===== src/rtl/core/sapc_pkg.sv =====
// ----------------------------------------------------------------------------
// sapc_pkg: shared definitions for the servo angle pulse calibrator
// Command and phase codes, calibration constants and the payload structs.
// ----------------------------------------------------------------------------
package sapc_pkg;

	localparam int CmdW   = 3;
	localparam int DegW   = 8;
	localparam int MatchW = 24;
	localparam int WaitW  = 10;
	localparam int PhaseW = 2;

	// Interpolation scale: g = ceil(|span| * 2^FracW / 180), split as quotient and fraction.
	localparam int FracW  = 16;
	localparam int QuotW  = 17;
	localparam int ScaleW = QuotW + FracW;

	// Command codes.
	localparam logic [CmdW-1:0] CmdMove  = 3'd0;
	localparam logic [CmdW-1:0] CmdBegin = 3'd1;
	localparam logic [CmdW-1:0] CmdDown  = 3'd2;
	localparam logic [CmdW-1:0] CmdUp    = 3'd3;
	localparam logic [CmdW-1:0] CmdSet   = 3'd4;

	// Calibration phases.
	localparam logic [PhaseW-1:0] PhaseIdle = 2'd0;
	localparam logic [PhaseW-1:0] PhaseZero = 2'd1;
	localparam logic [PhaseW-1:0] PhaseFull = 2'd2;

	localparam logic [DegW-1:0]   MaxDeg    = 8'd180;
	localparam logic [DegW-1:0]   MidDeg    = 8'd90;
	localparam logic [MatchW-1:0] StepMatch = 24'd200;
	localparam logic [MatchW-1:0] LowLimit  = 24'd270000;
	localparam logic [MatchW-1:0] HighLimit = 24'd320000;
	localparam logic [WaitW-1:0]  WaitCap   = 10'd900;
	localparam logic [WaitW-1:0]  WaitBase  = 10'd50;
	localparam logic [WaitW-1:0]  CalWait   = 10'd500;

	localparam logic [MatchW-1:0] ZeroReset  = 24'd304000;
	localparam logic [MatchW-1:0] MatchReset = 24'd296000;
	// Scale for the reset span 288000 - 304000 = -16000: quotient 88, fraction 58255.
	localparam logic [ScaleW-1:0] ScaleReset = 33'd5825423;

	// ceil(2^28 / 45): exact floor division by 45 for values below 2^22.
	localparam logic [22:0] Recip45    = 23'd5965233;
	localparam int          RecipShift = 28;

	typedef struct packed {
		logic              neg;
		logic [MatchW-1:0] mag;
	} sapc_span_t;

	typedef struct packed {
		logic              neg;
		logic [ScaleW-1:0] g;
	} sapc_scale_t;

	typedef struct packed {
		logic [MatchW-1:0] match_value;
		logic [DegW-1:0]   position_degrees;
		logic [WaitW-1:0]  wait_ms;
		logic [PhaseW-1:0] cal_phase;
		logic              rejected;
	} sapc_result_t;

endpackage


===== src/rtl/core/sapc_cmd_if.sv =====
// ----------------------------------------------------------------------------
// sapc_cmd_if: command channel
// Carries one servo command word with its valid/ready handshake.
// ----------------------------------------------------------------------------
interface sapc_cmd_if;
	logic                       valid;
	logic                       ready;
	logic [sapc_pkg::CmdW-1:0]  cmd;
	logic [sapc_pkg::DegW-1:0]  degrees;

	modport source (output valid, output cmd, output degrees, input ready);
	modport sink   (input valid, input cmd, input degrees, output ready);
endinterface


===== src/rtl/core/sapc_res_if.sv =====
// ----------------------------------------------------------------------------
// sapc_res_if: result channel
// Carries one result word with its valid/ready handshake.
// ----------------------------------------------------------------------------
interface sapc_res_if;
	logic                         valid;
	logic                         ready;
	logic [sapc_pkg::MatchW-1:0]  match_value;
	logic [sapc_pkg::DegW-1:0]    position_degrees;
	logic [sapc_pkg::WaitW-1:0]   wait_ms;
	logic [sapc_pkg::PhaseW-1:0]  cal_phase;
	logic                         rejected;

	modport source (output valid, output match_value, output position_degrees,
		output wait_ms, output cal_phase, output rejected, input ready);
	modport sink   (input valid, input match_value, input position_degrees,
		input wait_ms, input cal_phase, input rejected, output ready);
endinterface


===== src/rtl/core/sapc_span_prep.sv =====
// ----------------------------------------------------------------------------
// sapc_span_prep: calibration scale preparation
// Turns a new calibration span into ceil(|span| * 2^16 / 180) in two steps.
// ----------------------------------------------------------------------------
module sapc_span_prep (
	input  logic                  clk,
	input  logic                  arst_n,
	input  logic                  start,
	input  sapc_pkg::sapc_span_t  span,
	output sapc_pkg::sapc_scale_t scale,
	output logic                  busy
);

	localparam logic [1:0] PrepIdle = 2'd0;
	localparam logic [1:0] PrepQuot = 2'd1;
	localparam logic [1:0] PrepFrac = 2'd2;

	logic [1:0]                   state_q;
	logic [sapc_pkg::MatchW-1:0]  mag_q;
	logic                         neg_q;
	logic [sapc_pkg::QuotW-1:0]   quot_q;
	logic [sapc_pkg::ScaleW-1:0]  g_q;

	logic [44:0]                  quot_prod;
	logic [24:0]                  quot_x180;
	logic [7:0]                   rem;
	logic [21:0]                  frac_num;
	logic [44:0]                  frac_prod;

	// |span| / 180 = (|span| / 4) / 45.
	assign quot_prod = 45'(mag_q[sapc_pkg::MatchW-1:2]) * 45'(sapc_pkg::Recip45);
	assign quot_x180 = 25'(quot_q) * 25'(sapc_pkg::MaxDeg);
	assign rem       = 8'(25'(mag_q) - quot_x180);
	// The fraction is rounded up: ceil(rem * 2^16 / 180) = floor((rem * 2^14 + 44) / 45).
	// Rounding up keeps the later floor of deg * g / 2^16 exact when the
	// quotient deg * span / 180 has no remainder.
	assign frac_num  = {rem, 14'b0} + 22'd44;
	assign frac_prod = 45'(frac_num) * 45'(sapc_pkg::Recip45);

	always_ff @(posedge clk or negedge arst_n) begin
		if (!arst_n) begin
			state_q <= PrepIdle;
			neg_q   <= 1'b1;
			g_q     <= sapc_pkg::ScaleReset;
		end else begin
			case (state_q)
				PrepIdle: begin
					if (start) begin
						state_q <= PrepQuot;
						neg_q   <= span.neg;
					end
				end
				PrepQuot: begin
					state_q <= PrepFrac;
				end
				PrepFrac: begin
					state_q <= PrepIdle;
					g_q     <= {quot_q,
						frac_prod[sapc_pkg::RecipShift+sapc_pkg::FracW-1:sapc_pkg::RecipShift]};
				end
				default: begin
					state_q <= PrepIdle;
				end
			endcase
		end
	end

	always_ff @(posedge clk) begin
		if (start && state_q == PrepIdle) begin
			mag_q <= span.mag;
		end
		if (state_q == PrepQuot) begin
			quot_q <= quot_prod[44:sapc_pkg::RecipShift];
		end
	end

	assign scale.neg = neg_q;
	assign scale.g   = g_q;
	assign busy      = (state_q != PrepIdle);

endmodule


===== src/rtl/core/sapc_interp.sv =====
// ----------------------------------------------------------------------------
// sapc_interp: angle to match interpolation
// match = zero + trunc(span * deg / 180), using the prepared scale.
// ----------------------------------------------------------------------------
module sapc_interp (
	input  logic [sapc_pkg::MatchW-1:0] zero,
	input  sapc_pkg::sapc_scale_t       scale,
	input  logic [sapc_pkg::DegW-1:0]   deg,
	output logic [sapc_pkg::MatchW-1:0] match
);

	logic [40:0]                 prod;
	logic [sapc_pkg::MatchW-1:0] q_mag;
	logic [sapc_pkg::MatchW-1:0] q_signed;

	// The scale is rounded up and keeps enough fraction bits that the floor is
	// exact for deg up to 180.
	assign prod     = 41'(deg) * 41'(scale.g);
	assign q_mag    = prod[39:sapc_pkg::FracW];
	assign q_signed = scale.neg ? (~q_mag + 24'd1) : q_mag;
	assign match    = zero + q_signed;

endmodule


===== src/rtl/core/servo_angle_pulse_calibrator.sv =====
// ----------------------------------------------------------------------------
// servo_angle_pulse_calibrator: servo command to PWM match value
// Executes move and two-point calibration commands, one result per command.
// ----------------------------------------------------------------------------
// Usage. Commands arrive on the command channel (cmd, degrees) and each one
// yields exactly one word on the result channel: match value, position, settle
// wait, calibration phase and a rejected flag. A word is moved at a rising
// clock edge where valid and ready are both high.
// The result is registered in the output register, or in the skid buffer while
// an output word is held. Throughput: one command per cycle while command ready
// is high; the interpolation multiply and the state update need no extra step.
// The one exception is a set command that stores a new calibration: the
// scale ceil(|span| * 2^16 / 180) is rebuilt by a two-step prep unit, and
// command ready stays low until the quotient and fraction steps are done.
// Stalls: an output register plus a one-word skid buffer lets the block take
// one more command while a result waits; ready also drops when both hold data.
// Reset (arst_n low) restores the default calibration (304000 at 0 degrees,
// 288000 at 180 degrees), 90 degrees at match 296000, phase idle, and empties
// the output buffers.
// ----------------------------------------------------------------------------
module servo_angle_pulse_calibrator (
	input  logic             clk,
	input  logic             arst_n,
	sapc_cmd_if.sink         command,
	sapc_res_if.source       result
);

	// Architectural state.
	logic [sapc_pkg::MatchW-1:0] zero_q;
	logic [sapc_pkg::MatchW-1:0] match_q;
	logic [sapc_pkg::MatchW-1:0] capt_q;
	logic [sapc_pkg::DegW-1:0]   angle_q;
	logic [sapc_pkg::PhaseW-1:0] phase_q;

	// Output register and skid stage.
	logic                        out_valid_q;
	sapc_pkg::sapc_result_t      out_q;
	logic                        skid_valid_q;
	sapc_pkg::sapc_result_t      skid_q;

	logic                        accept;
	logic                        prep_busy;
	sapc_pkg::sapc_scale_t       scale;
	sapc_pkg::sapc_span_t        new_span;

	logic                        cal;
	logic [sapc_pkg::DegW-1:0]   deg_clamped;
	logic [sapc_pkg::DegW-1:0]   interp_deg;
	logic [sapc_pkg::MatchW-1:0] interp_match;
	logic [sapc_pkg::DegW-1:0]   move_target;
	logic [sapc_pkg::DegW-1:0]   move_diff;
	logic [sapc_pkg::WaitW-1:0]  move_wait_raw;
	logic [sapc_pkg::WaitW-1:0]  move_wait;
	logic [24:0]                 span_diff;
	logic [sapc_pkg::MatchW-1:0] half_mag;
	logic [sapc_pkg::MatchW-1:0] half_match;

	logic [sapc_pkg::MatchW-1:0] nxt_match;
	logic [sapc_pkg::DegW-1:0]   nxt_angle;
	logic [sapc_pkg::PhaseW-1:0] nxt_phase;
	logic [sapc_pkg::WaitW-1:0]  nxt_wait;
	logic                        nxt_rej;
	logic                        capt_we;
	logic                        store;
	sapc_pkg::sapc_result_t      res;

	assign command.ready = !skid_valid_q && !prep_busy;
	assign accept        = command.valid && command.ready;

	assign cal = (phase_q == sapc_pkg::PhaseZero) || (phase_q == sapc_pkg::PhaseFull);

	assign deg_clamped = (command.degrees > sapc_pkg::MaxDeg) ? sapc_pkg::MaxDeg
		: command.degrees;

	// Begin recenters at 90 degrees with the stored calibration.
	assign interp_deg = (command.cmd == sapc_pkg::CmdBegin) ? sapc_pkg::MidDeg : deg_clamped;

	sapc_interp u_interp (
		.zero  (zero_q),
		.scale (scale),
		.deg   (interp_deg),
		.match (interp_match)
	);

	// Settle wait: 50 ms plus 5 ms per degree moved, capped at 900 ms.
	assign move_target   = (command.cmd == sapc_pkg::CmdSet) ? sapc_pkg::MidDeg : deg_clamped;
	assign move_diff     = (move_target > angle_q) ? (move_target - angle_q)
		: (angle_q - move_target);
	assign move_wait_raw = sapc_pkg::WaitBase + {move_diff, 2'b00} + 10'(move_diff);
	assign move_wait     = (move_wait_raw > sapc_pkg::WaitCap) ? sapc_pkg::WaitCap
		: move_wait_raw;

	// New calibration on the final set: span = full - zero, taken as signed.
	assign span_diff    = {1'b0, match_q} - {1'b0, capt_q};
	assign new_span.neg = span_diff[24];
	assign new_span.mag = span_diff[24] ? 24'(~span_diff + 25'd1) : span_diff[23:0];

	// The move to 90 degrees after the final set is zero + trunc(span / 2).
	assign half_mag   = {1'b0, new_span.mag[sapc_pkg::MatchW-1:1]};
	assign half_match = capt_q + (new_span.neg ? (~half_mag + 24'd1) : half_mag);

	always_comb begin
		nxt_match = match_q;
		nxt_angle = angle_q;
		nxt_phase = phase_q;
		nxt_wait  = '0;
		nxt_rej   = 1'b0;
		capt_we   = 1'b0;
		store     = 1'b0;
		case (command.cmd)
			sapc_pkg::CmdMove: begin
				if (cal) begin
					nxt_rej = 1'b1;
				end else begin
					nxt_match = interp_match;
					nxt_angle = deg_clamped;
					nxt_wait  = move_wait;
				end
			end
			sapc_pkg::CmdBegin: begin
				if (cal) begin
					nxt_rej = 1'b1;
				end else begin
					nxt_match = interp_match;
					nxt_angle = sapc_pkg::MidDeg;
					nxt_phase = sapc_pkg::PhaseZero;
					nxt_wait  = sapc_pkg::CalWait;
				end
			end
			sapc_pkg::CmdDown: begin
				if (!cal) begin
					nxt_rej = 1'b1;
				end else if (match_q > sapc_pkg::LowLimit) begin
					nxt_match = match_q - sapc_pkg::StepMatch;
				end
			end
			sapc_pkg::CmdUp: begin
				if (!cal) begin
					nxt_rej = 1'b1;
				end else if (match_q < sapc_pkg::HighLimit) begin
					nxt_match = match_q + sapc_pkg::StepMatch;
				end
			end
			sapc_pkg::CmdSet: begin
				if (!cal) begin
					nxt_rej = 1'b1;
				end else if (phase_q == sapc_pkg::PhaseZero) begin
					capt_we   = 1'b1;
					nxt_phase = sapc_pkg::PhaseFull;
				end else begin
					store     = 1'b1;
					nxt_phase = sapc_pkg::PhaseIdle;
					nxt_match = half_match;
					nxt_angle = sapc_pkg::MidDeg;
					nxt_wait  = move_wait;
				end
			end
			default: begin
				nxt_rej = 1'b1;
			end
		endcase
	end

	sapc_span_prep u_span_prep (
		.clk    (clk),
		.arst_n (arst_n),
		.start  (accept && store),
		.span   (new_span),
		.scale  (scale),
		.busy   (prep_busy)
	);

	assign res.match_value      = nxt_match;
	assign res.position_degrees = nxt_angle;
	assign res.wait_ms          = nxt_wait;
	assign res.cal_phase        = nxt_phase;
	assign res.rejected         = nxt_rej;

	always_ff @(posedge clk or negedge arst_n) begin
		if (!arst_n) begin
			zero_q  <= sapc_pkg::ZeroReset;
			match_q <= sapc_pkg::MatchReset;
			capt_q  <= sapc_pkg::ZeroReset;
			angle_q <= sapc_pkg::MidDeg;
			phase_q <= sapc_pkg::PhaseIdle;
		end else if (accept) begin
			match_q <= nxt_match;
			angle_q <= nxt_angle;
			phase_q <= nxt_phase;
			if (capt_we) begin
				capt_q <= match_q;
			end
			if (store) begin
				zero_q <= capt_q;
			end
		end
	end

	// Output register with a one-word skid stage behind it.
	always_ff @(posedge clk or negedge arst_n) begin
		if (!arst_n) begin
			out_valid_q  <= 1'b0;
			skid_valid_q <= 1'b0;
		end else if (out_valid_q && !result.ready) begin
			if (accept) begin
				skid_valid_q <= 1'b1;
			end
		end else if (skid_valid_q) begin
			out_valid_q  <= 1'b1;
			skid_valid_q <= 1'b0;
		end else begin
			out_valid_q <= accept;
		end
	end

	always_ff @(posedge clk) begin
		if (out_valid_q && !result.ready) begin
			if (accept) begin
				skid_q <= res;
			end
		end else if (skid_valid_q) begin
			out_q <= skid_q;
		end else if (accept) begin
			out_q <= res;
		end
	end

	assign result.valid            = out_valid_q;
	assign result.match_value      = out_q.match_value;
	assign result.position_degrees = out_q.position_degrees;
	assign result.wait_ms          = out_q.wait_ms;
	assign result.cal_phase        = out_q.cal_phase;
	assign result.rejected         = out_q.rejected;

	// The skid stage only fills behind a held output word.
	a_skid_behind_out: assert property (@(posedge clk) disable iff (!arst_n)
		skid_valid_q |-> out_valid_q)
		else $error("skid stage holds a word while the output register is empty");

	// Storing a calibration must block commands while the scale is rebuilt.
	a_store_blocks: assert property (@(posedge clk) disable iff (!arst_n)
		(accept && store) |=> !command.ready)
		else $error("command accepted while the calibration scale is stale");

	// The unused phase code is never reached.
	a_phase_legal: assert property (@(posedge clk) disable iff (!arst_n)
		(phase_q == sapc_pkg::PhaseIdle) || cal)
		else $error("calibration phase register holds an unused code");

	// While calibrating, the servo stays at the middle angle.
	a_cal_mid_angle: assert property (@(posedge clk) disable iff (!arst_n)
		cal |-> (angle_q == sapc_pkg::MidDeg))
		else $error("angle moved away from 90 degrees during calibration");

	// Delivered results respect the angle and wait limits.
	a_result_bounds: assert property (@(posedge clk) disable iff (!arst_n)
		result.valid |-> (result.position_degrees <= sapc_pkg::MaxDeg)
			&& (result.wait_ms <= sapc_pkg::WaitCap))
		else $error("result angle or wait out of range");

endmodule


===== src/flat_wrapper.sv =====
// flat-port wrapper written by rule: the top's interface ports become plain ports
module servo_angle_pulse_calibrator_flat 
  (clk, arst_n, command_valid, command_cmd, command_degrees, command_ready, result_valid, result_match_value, result_position_degrees, result_wait_ms, result_cal_phase, result_rejected, result_ready);
  sapc_cmd_if command_i ();
  sapc_res_if result_i ();
  input  logic clk;
  input  logic arst_n;
  input wire logic [$bits(command_i.valid)-1:0] command_valid;
  input wire logic [$bits(command_i.cmd)-1:0] command_cmd;
  input wire logic [$bits(command_i.degrees)-1:0] command_degrees;
  output wire logic [$bits(command_i.ready)-1:0] command_ready;
  output wire logic [$bits(result_i.valid)-1:0] result_valid;
  output wire logic [$bits(result_i.match_value)-1:0] result_match_value;
  output wire logic [$bits(result_i.position_degrees)-1:0] result_position_degrees;
  output wire logic [$bits(result_i.wait_ms)-1:0] result_wait_ms;
  output wire logic [$bits(result_i.cal_phase)-1:0] result_cal_phase;
  output wire logic [$bits(result_i.rejected)-1:0] result_rejected;
  input wire logic [$bits(result_i.ready)-1:0] result_ready;
  assign command_i.valid = command_valid;
  assign command_i.cmd = command_cmd;
  assign command_i.degrees = command_degrees;
  assign command_ready = command_i.ready;
  assign result_valid = result_i.valid;
  assign result_match_value = result_i.match_value;
  assign result_position_degrees = result_i.position_degrees;
  assign result_wait_ms = result_i.wait_ms;
  assign result_cal_phase = result_i.cal_phase;
  assign result_rejected = result_i.rejected;
  assign result_i.ready = result_ready;
  servo_angle_pulse_calibrator u_core (.clk(clk), .arst_n(arst_n), .command(command_i), .result(result_i));
endmodule

===== config.mk =====
export PLATFORM = sky130hd
export DESIGN_NAME = servo_angle_pulse_calibrator_flat
export DESIGN_NICKNAME = d
export VERILOG_FILES = /design/src/rtl/core/sapc_pkg.sv /design/src/rtl/core/sapc_cmd_if.sv /design/src/rtl/core/sapc_res_if.sv /design/src/rtl/core/sapc_span_prep.sv /design/src/rtl/core/sapc_interp.sv /design/src/rtl/core/servo_angle_pulse_calibrator.sv /design/src/flat_wrapper.sv
export SDC_FILE = /design/constraint.sdc
export NUM_CORES = 2
export LEC_CHECK = 0
export ABC_CLOCK_PERIOD_IN_PS = 11600
export BUFFER_PORTS_ARGS = -buffer_cell sky130_fd_sc_hd__buf_4
export CAP_MARGIN = 20
export CORE_UTILIZATION = 63
export CTS_CLUSTER_SIZE = 14
export DETAILED_ROUTE_END_ITERATION = 12
export PLACE_DENSITY = 0.8
export SYNTH_ARGS = -nofsm -noshare
export SYNTH_HDL_FRONTEND = slang
export SYNTH_HIERARCHICAL = 1
export SYNTH_SLANG_ARGS = --single-unit

===== constraint.sdc =====
create_clock -name clk -period 11.6 [get_ports clk]
set_input_delay 1.16 -clock clk [delete_from_list [all_inputs] [get_ports clk]]
set_output_delay 1.16 -clock clk [all_outputs]
set_load 0.01 [all_outputs]

==> summary.txt <==
Synth
  – Share of async-settable or async-resettable flops after synthesis: a little under half
  – Cell type with the largest total area after synthesis: sky130_fd_sc_hd__fa_1
  – Netlist area before placement: 35600 um^2
  – Most frequently used flop master after synthesis: sky130_fd_sc_hd__edfxtp_1
  – Share of synthesized area occupied by flip-flops and latches: 19.6%
  – Cells after synthesis: slightly below 4000
  – Post-Syn Nets: approximately 4700
  – Avg Synthesized Cell Area: a little over 9 um^2
  – Distinct cell type count after synthesis: 120
  – Top post-synthesis cells by count: sky130_fd_sc_hd__inv_1, sky130_fd_sc_hd__ha_1, sky130_fd_sc_hd__fa_1
  – Ranking of synthesized cells by area: sky130_fd_sc_hd__fa_1, sky130_fd_sc_hd__ha_1, sky130_fd_sc_hd__edfxtp_1, sky130_fd_sc_hd__inv_1, sky130_fd_sc_hd__dfrtp_1
  – Post-synth top area share: 19.0%
  – EDFF count, synth: ~130
  – Count of state elements after synthesis: 251
  – Count of warnings emitted by yosys: 6
  – Leading cell type by number of instances after synthesis: sky130_fd_sc_hd__inv_1

Detailed routing
  – Total Routed Length: around 90000 um
  – Vias after detailed routing: 27900
  – Mean routed wirelength per cell: 19.7 um
  – Antenna Violating Nets Remaining: 0
  – Initial DRT Pass Iterations: 6
  – Vias per Instance: just over 6
  – DRC Markers: 0
  – Iteration-0 DRC Markers: approximately 2300

Timing
  – Clock skew after layout: around 0.056 ns
  – Shortest period the worst path allows: between 10 and 15 ns
  – Number of pins exceeding their max-slew limit in the final report: 0
  – Setup TNS after final layout: 0 ns
  – Peak Freq: about 0.09 GHz
  – Final setup violation count: 0
  – Fin. Hold Viols: 0
  – Worst slew margin relative to its limit: between 20% and 30%
  – Slew at the pin closest to its max-slew limit: ~1.1 ns
  – RSZ-0062 raised after global routing: no
  – Final clock period utilization by the worst path: between 90 and 100%

Floorplan
  – Initial standard-cell utilization of the core: roughly 64%
  – Die height: 240 um
  – Site row count: 86
  – Core outline area: around 56000 um^2
  – Horizontal extent of the die: between 200 and 250 um
  – Die area: roughly 58000 um^2
  – Boundary pin count: 62

Clock tree
  – Clock tree from TritonCTS: built
  – TritonCTS buffer count: 28
  – Post-CTS resize count: 0
  – CTS Buffer Depth: 3
  – Clk root buf: sky130_fd_sc_hd__clkbuf_16
  – CTS sink count: about 250
  – Total of hold buffers inserted after clock tree synthesis: 0
  – Clock network latency to the later pin of the worst-skew pair: ~0.6 ns
  – Deepest level of the CTS H-tree: 1
  – Setup Fix Bufs, Post-CTS: 0
  – Clock-pin slew of the registers on the worst-case setup and hold paths: 0.06 ns

GRT
  – Global-route wire length before repair: 145000 um
  – Number of global-route vias before repair: about 28000
  – Global Route Usage Sum: 32.1%
  – Initial antenna violation count: 1
  – Global route overflow: 0
  – Pin count of the biggest net entering global routing: 66

Setup path
  – Crit Path Max Fanout: 16
  – Most frequent cell on the critical path: sky130_fd_sc_hd__a21oi_1
  – Cell type of the slowest stage on the worst timing path: sky130_fd_sc_hd__nand2_1
  – Depth of the most critical reg-to-reg path: 34
  – Reg-to-Reg Start: u_core/u_span_prep/g_q[9]
  – Critical path startpoint category: input pin
  – Worst setup path category: input pin to register
  – Worst path depth: 40
  – Launch point of the worst path: command_degrees[0]
  – Worst path max stage delay: between 0.5 and 0.6 ns
  – Delay-heaviest family, CP: compound AO/OA/AOI/OAI gates
  – Crit path DAT: 11.27 ns
  – Critical path buffers and inverters: 3
  – Destination of the critical timing path: u_core/result.match_value[23]
  – Critical path capture point type: register
  – Setup slack on the worst flop-to-flop path: slightly above 2 ns
  – R2R Path End: u_core/result.match_value[23]
  – Required time at the worst-slack endpoint: 11.93 ns

Final layout
  – Number of nets in the final layout: around 4700
  – Fill count: between 4000 and 5000
  – Total inserted antenna cells: 0
  – Fraction of final layout cells sized beyond drive strength 1: around 8.6%
  – Growth of design area from synthesis to finish: 6.07%
  – Area of the multi-input gates: approximately 26000 um^2
  – Register cell area after layout: approximately 7000 um^2

Placement
  – IO buf count: 61
  – DP Wirelength: 72400 um
  – Final GP Congestion: 0.996

Min path
  – Path category of the worst min-delay check: register to register

Job
  – Max-cap violation count: 0

Status
  – Outcome: finished, final reports clean
==> metal layers <==
| layer | wire length (um) | vias up | part of all wire, % | GRT usage [%] |
|---|---|---|---|---|
| li1 | - | 13000 | - | - |
| met2 | 41600 | 998 | 46 | 51.3 |
| met3 | 6890 | 197 | 7.6 | 6.05 |
| met4 | 3250 | 2 | 3.6 | 11.2 |
| met1 | 38800 | 13700 | 43 | 43.4 |
| met5 | 11 | - | 0.012 | 0 |
==> registers in the layout, indices dropped and copies added, names as in the netlist, 8 cells and up <==
name and flops:
u_core/u_span_prep/quot_q 17, u_core/u_span_prep/g_q 33, u_core/capt_q 24, u_core/angle_q 8
u_core/zero_q 24, u_core/result.wait_ms 10, u_core/u_span_prep/mag_q 24, u_core/result.match_value 24
u_core/skid_q 45, u_core/result.position_degrees 8, u_core/match_q 24
==> how the worst min path moves through the flow <==
| stage | from | to | slack (ns) | cells after the start |
|---|---|---|---|---|
| 2_1_floorplan | u_core/u_span_prep/state_q[1] | u_core/u_span_prep/state_q[1] | 0.44 | 1 |
| 3_3_place_gp | u_core/u_span_prep/quot_q[16] | u_core/u_span_prep/g_q[32] | 0.46 | 1 |
| 3_5_place_dp | u_core/u_span_prep/quot_q[9] | u_core/u_span_prep/g_q[25] | 0.46 | 1 |
| 4_1_cts | u_core/u_span_prep/quot_q[15] | u_core/u_span_prep/g_q[31] | 0.48 | 1 |
| 5_1_grt | u_core/u_span_prep/quot_q[14] | u_core/u_span_prep/g_q[30] | 0.49 | 1 |
| 6_report | u_core/u_span_prep/quot_q[13] | u_core/u_span_prep/g_q[29] | 0.48 | 1 |
==> cell usage in the layout, fill, tap and decap left out, types with 23 or more instances in the layout <==
cell type                   Yosys  layout
sky130_fd_sc_hd__fa_1         339     339
sky130_fd_sc_hd__mux2_2        71      71
sky130_fd_sc_hd__dfrtp_1       86      86
sky130_fd_sc_hd__nand2_1      315     315
sky130_fd_sc_hd__o21a_1        26      26
sky130_fd_sc_hd__a31oi_1       32      32
sky130_fd_sc_hd__dfstp_2       34      34
sky130_fd_sc_hd__and3_1        27      27
sky130_fd_sc_hd__inv_1        589     589
sky130_fd_sc_hd__buf_4          1      89
sky130_fd_sc_hd__and2_1       225     225
sky130_fd_sc_hd__clkbuf_16      0      30
sky130_fd_sc_hd__o21ai_0      192     192
sky130_fd_sc_hd__nor3_1        54      54
sky130_fd_sc_hd__xnor2_1      138     138
sky130_fd_sc_hd__a21oi_1      185     181
sky130_fd_sc_hd__edfxtp_1     131     131
sky130_fd_sc_hd__nor2_1       152     149
sky130_fd_sc_hd__o31ai_1       26      26
sky130_fd_sc_hd__a21o_1        43      43
sky130_fd_sc_hd__ha_1         494     494
sky130_fd_sc_hd__a211oi_1      23      23
sky130_fd_sc_hd__nand3_1       52      52
sky130_fd_sc_hd__xor2_1        59      59
sky130_fd_sc_hd__nor2b_1       29      28
==> cells by family after synthesis <==
family	Yosys count	share of synthesized area [%]
adders and majority gates	833	36.4
xor gates and xnor gates	200	5.00
buffers and inverters	715	7.62
AOI/OAI and AO/OA	766	14.4
and+or+nand+nor	996	14.5
muxes	81	2.53
DFF	251	19.6
==> area by class of cell <==
type | instances | share of cell area, %
Timing Repair Buffer | 90 | 1.81
Tap cell | 748 | 2.48
Sequential cell | 251 | 18.5
Inverter | 590 | 5.86
Multi-Input combinational cell | 2876 | 68.7
Clock buffer | 37 | 2.11
Clock inverter | 15 | 0.556
==> per-stage QoR <==
step	cell area [um^2]	utilization (%)	setup WS, ns	hold WS [ns]	cells
2_1_floorplan	35600	-	1.38	0.440	3842
5_1_grt	37800	68.1	0.0204	0.492	4607
3_5_place_dp	36800	66.2	0.230	0.464	4554
6_report	37800	68.1	0.665	0.476	4607
4_1_cts	37800	68.0	0.855	0.481	4606
3_3_place_gp	36800	66.2	0.556	0.460	4554
Power is not shown: default switching activity piles up to over one toggle a cycle in this logic, so the estimate is an artifact.
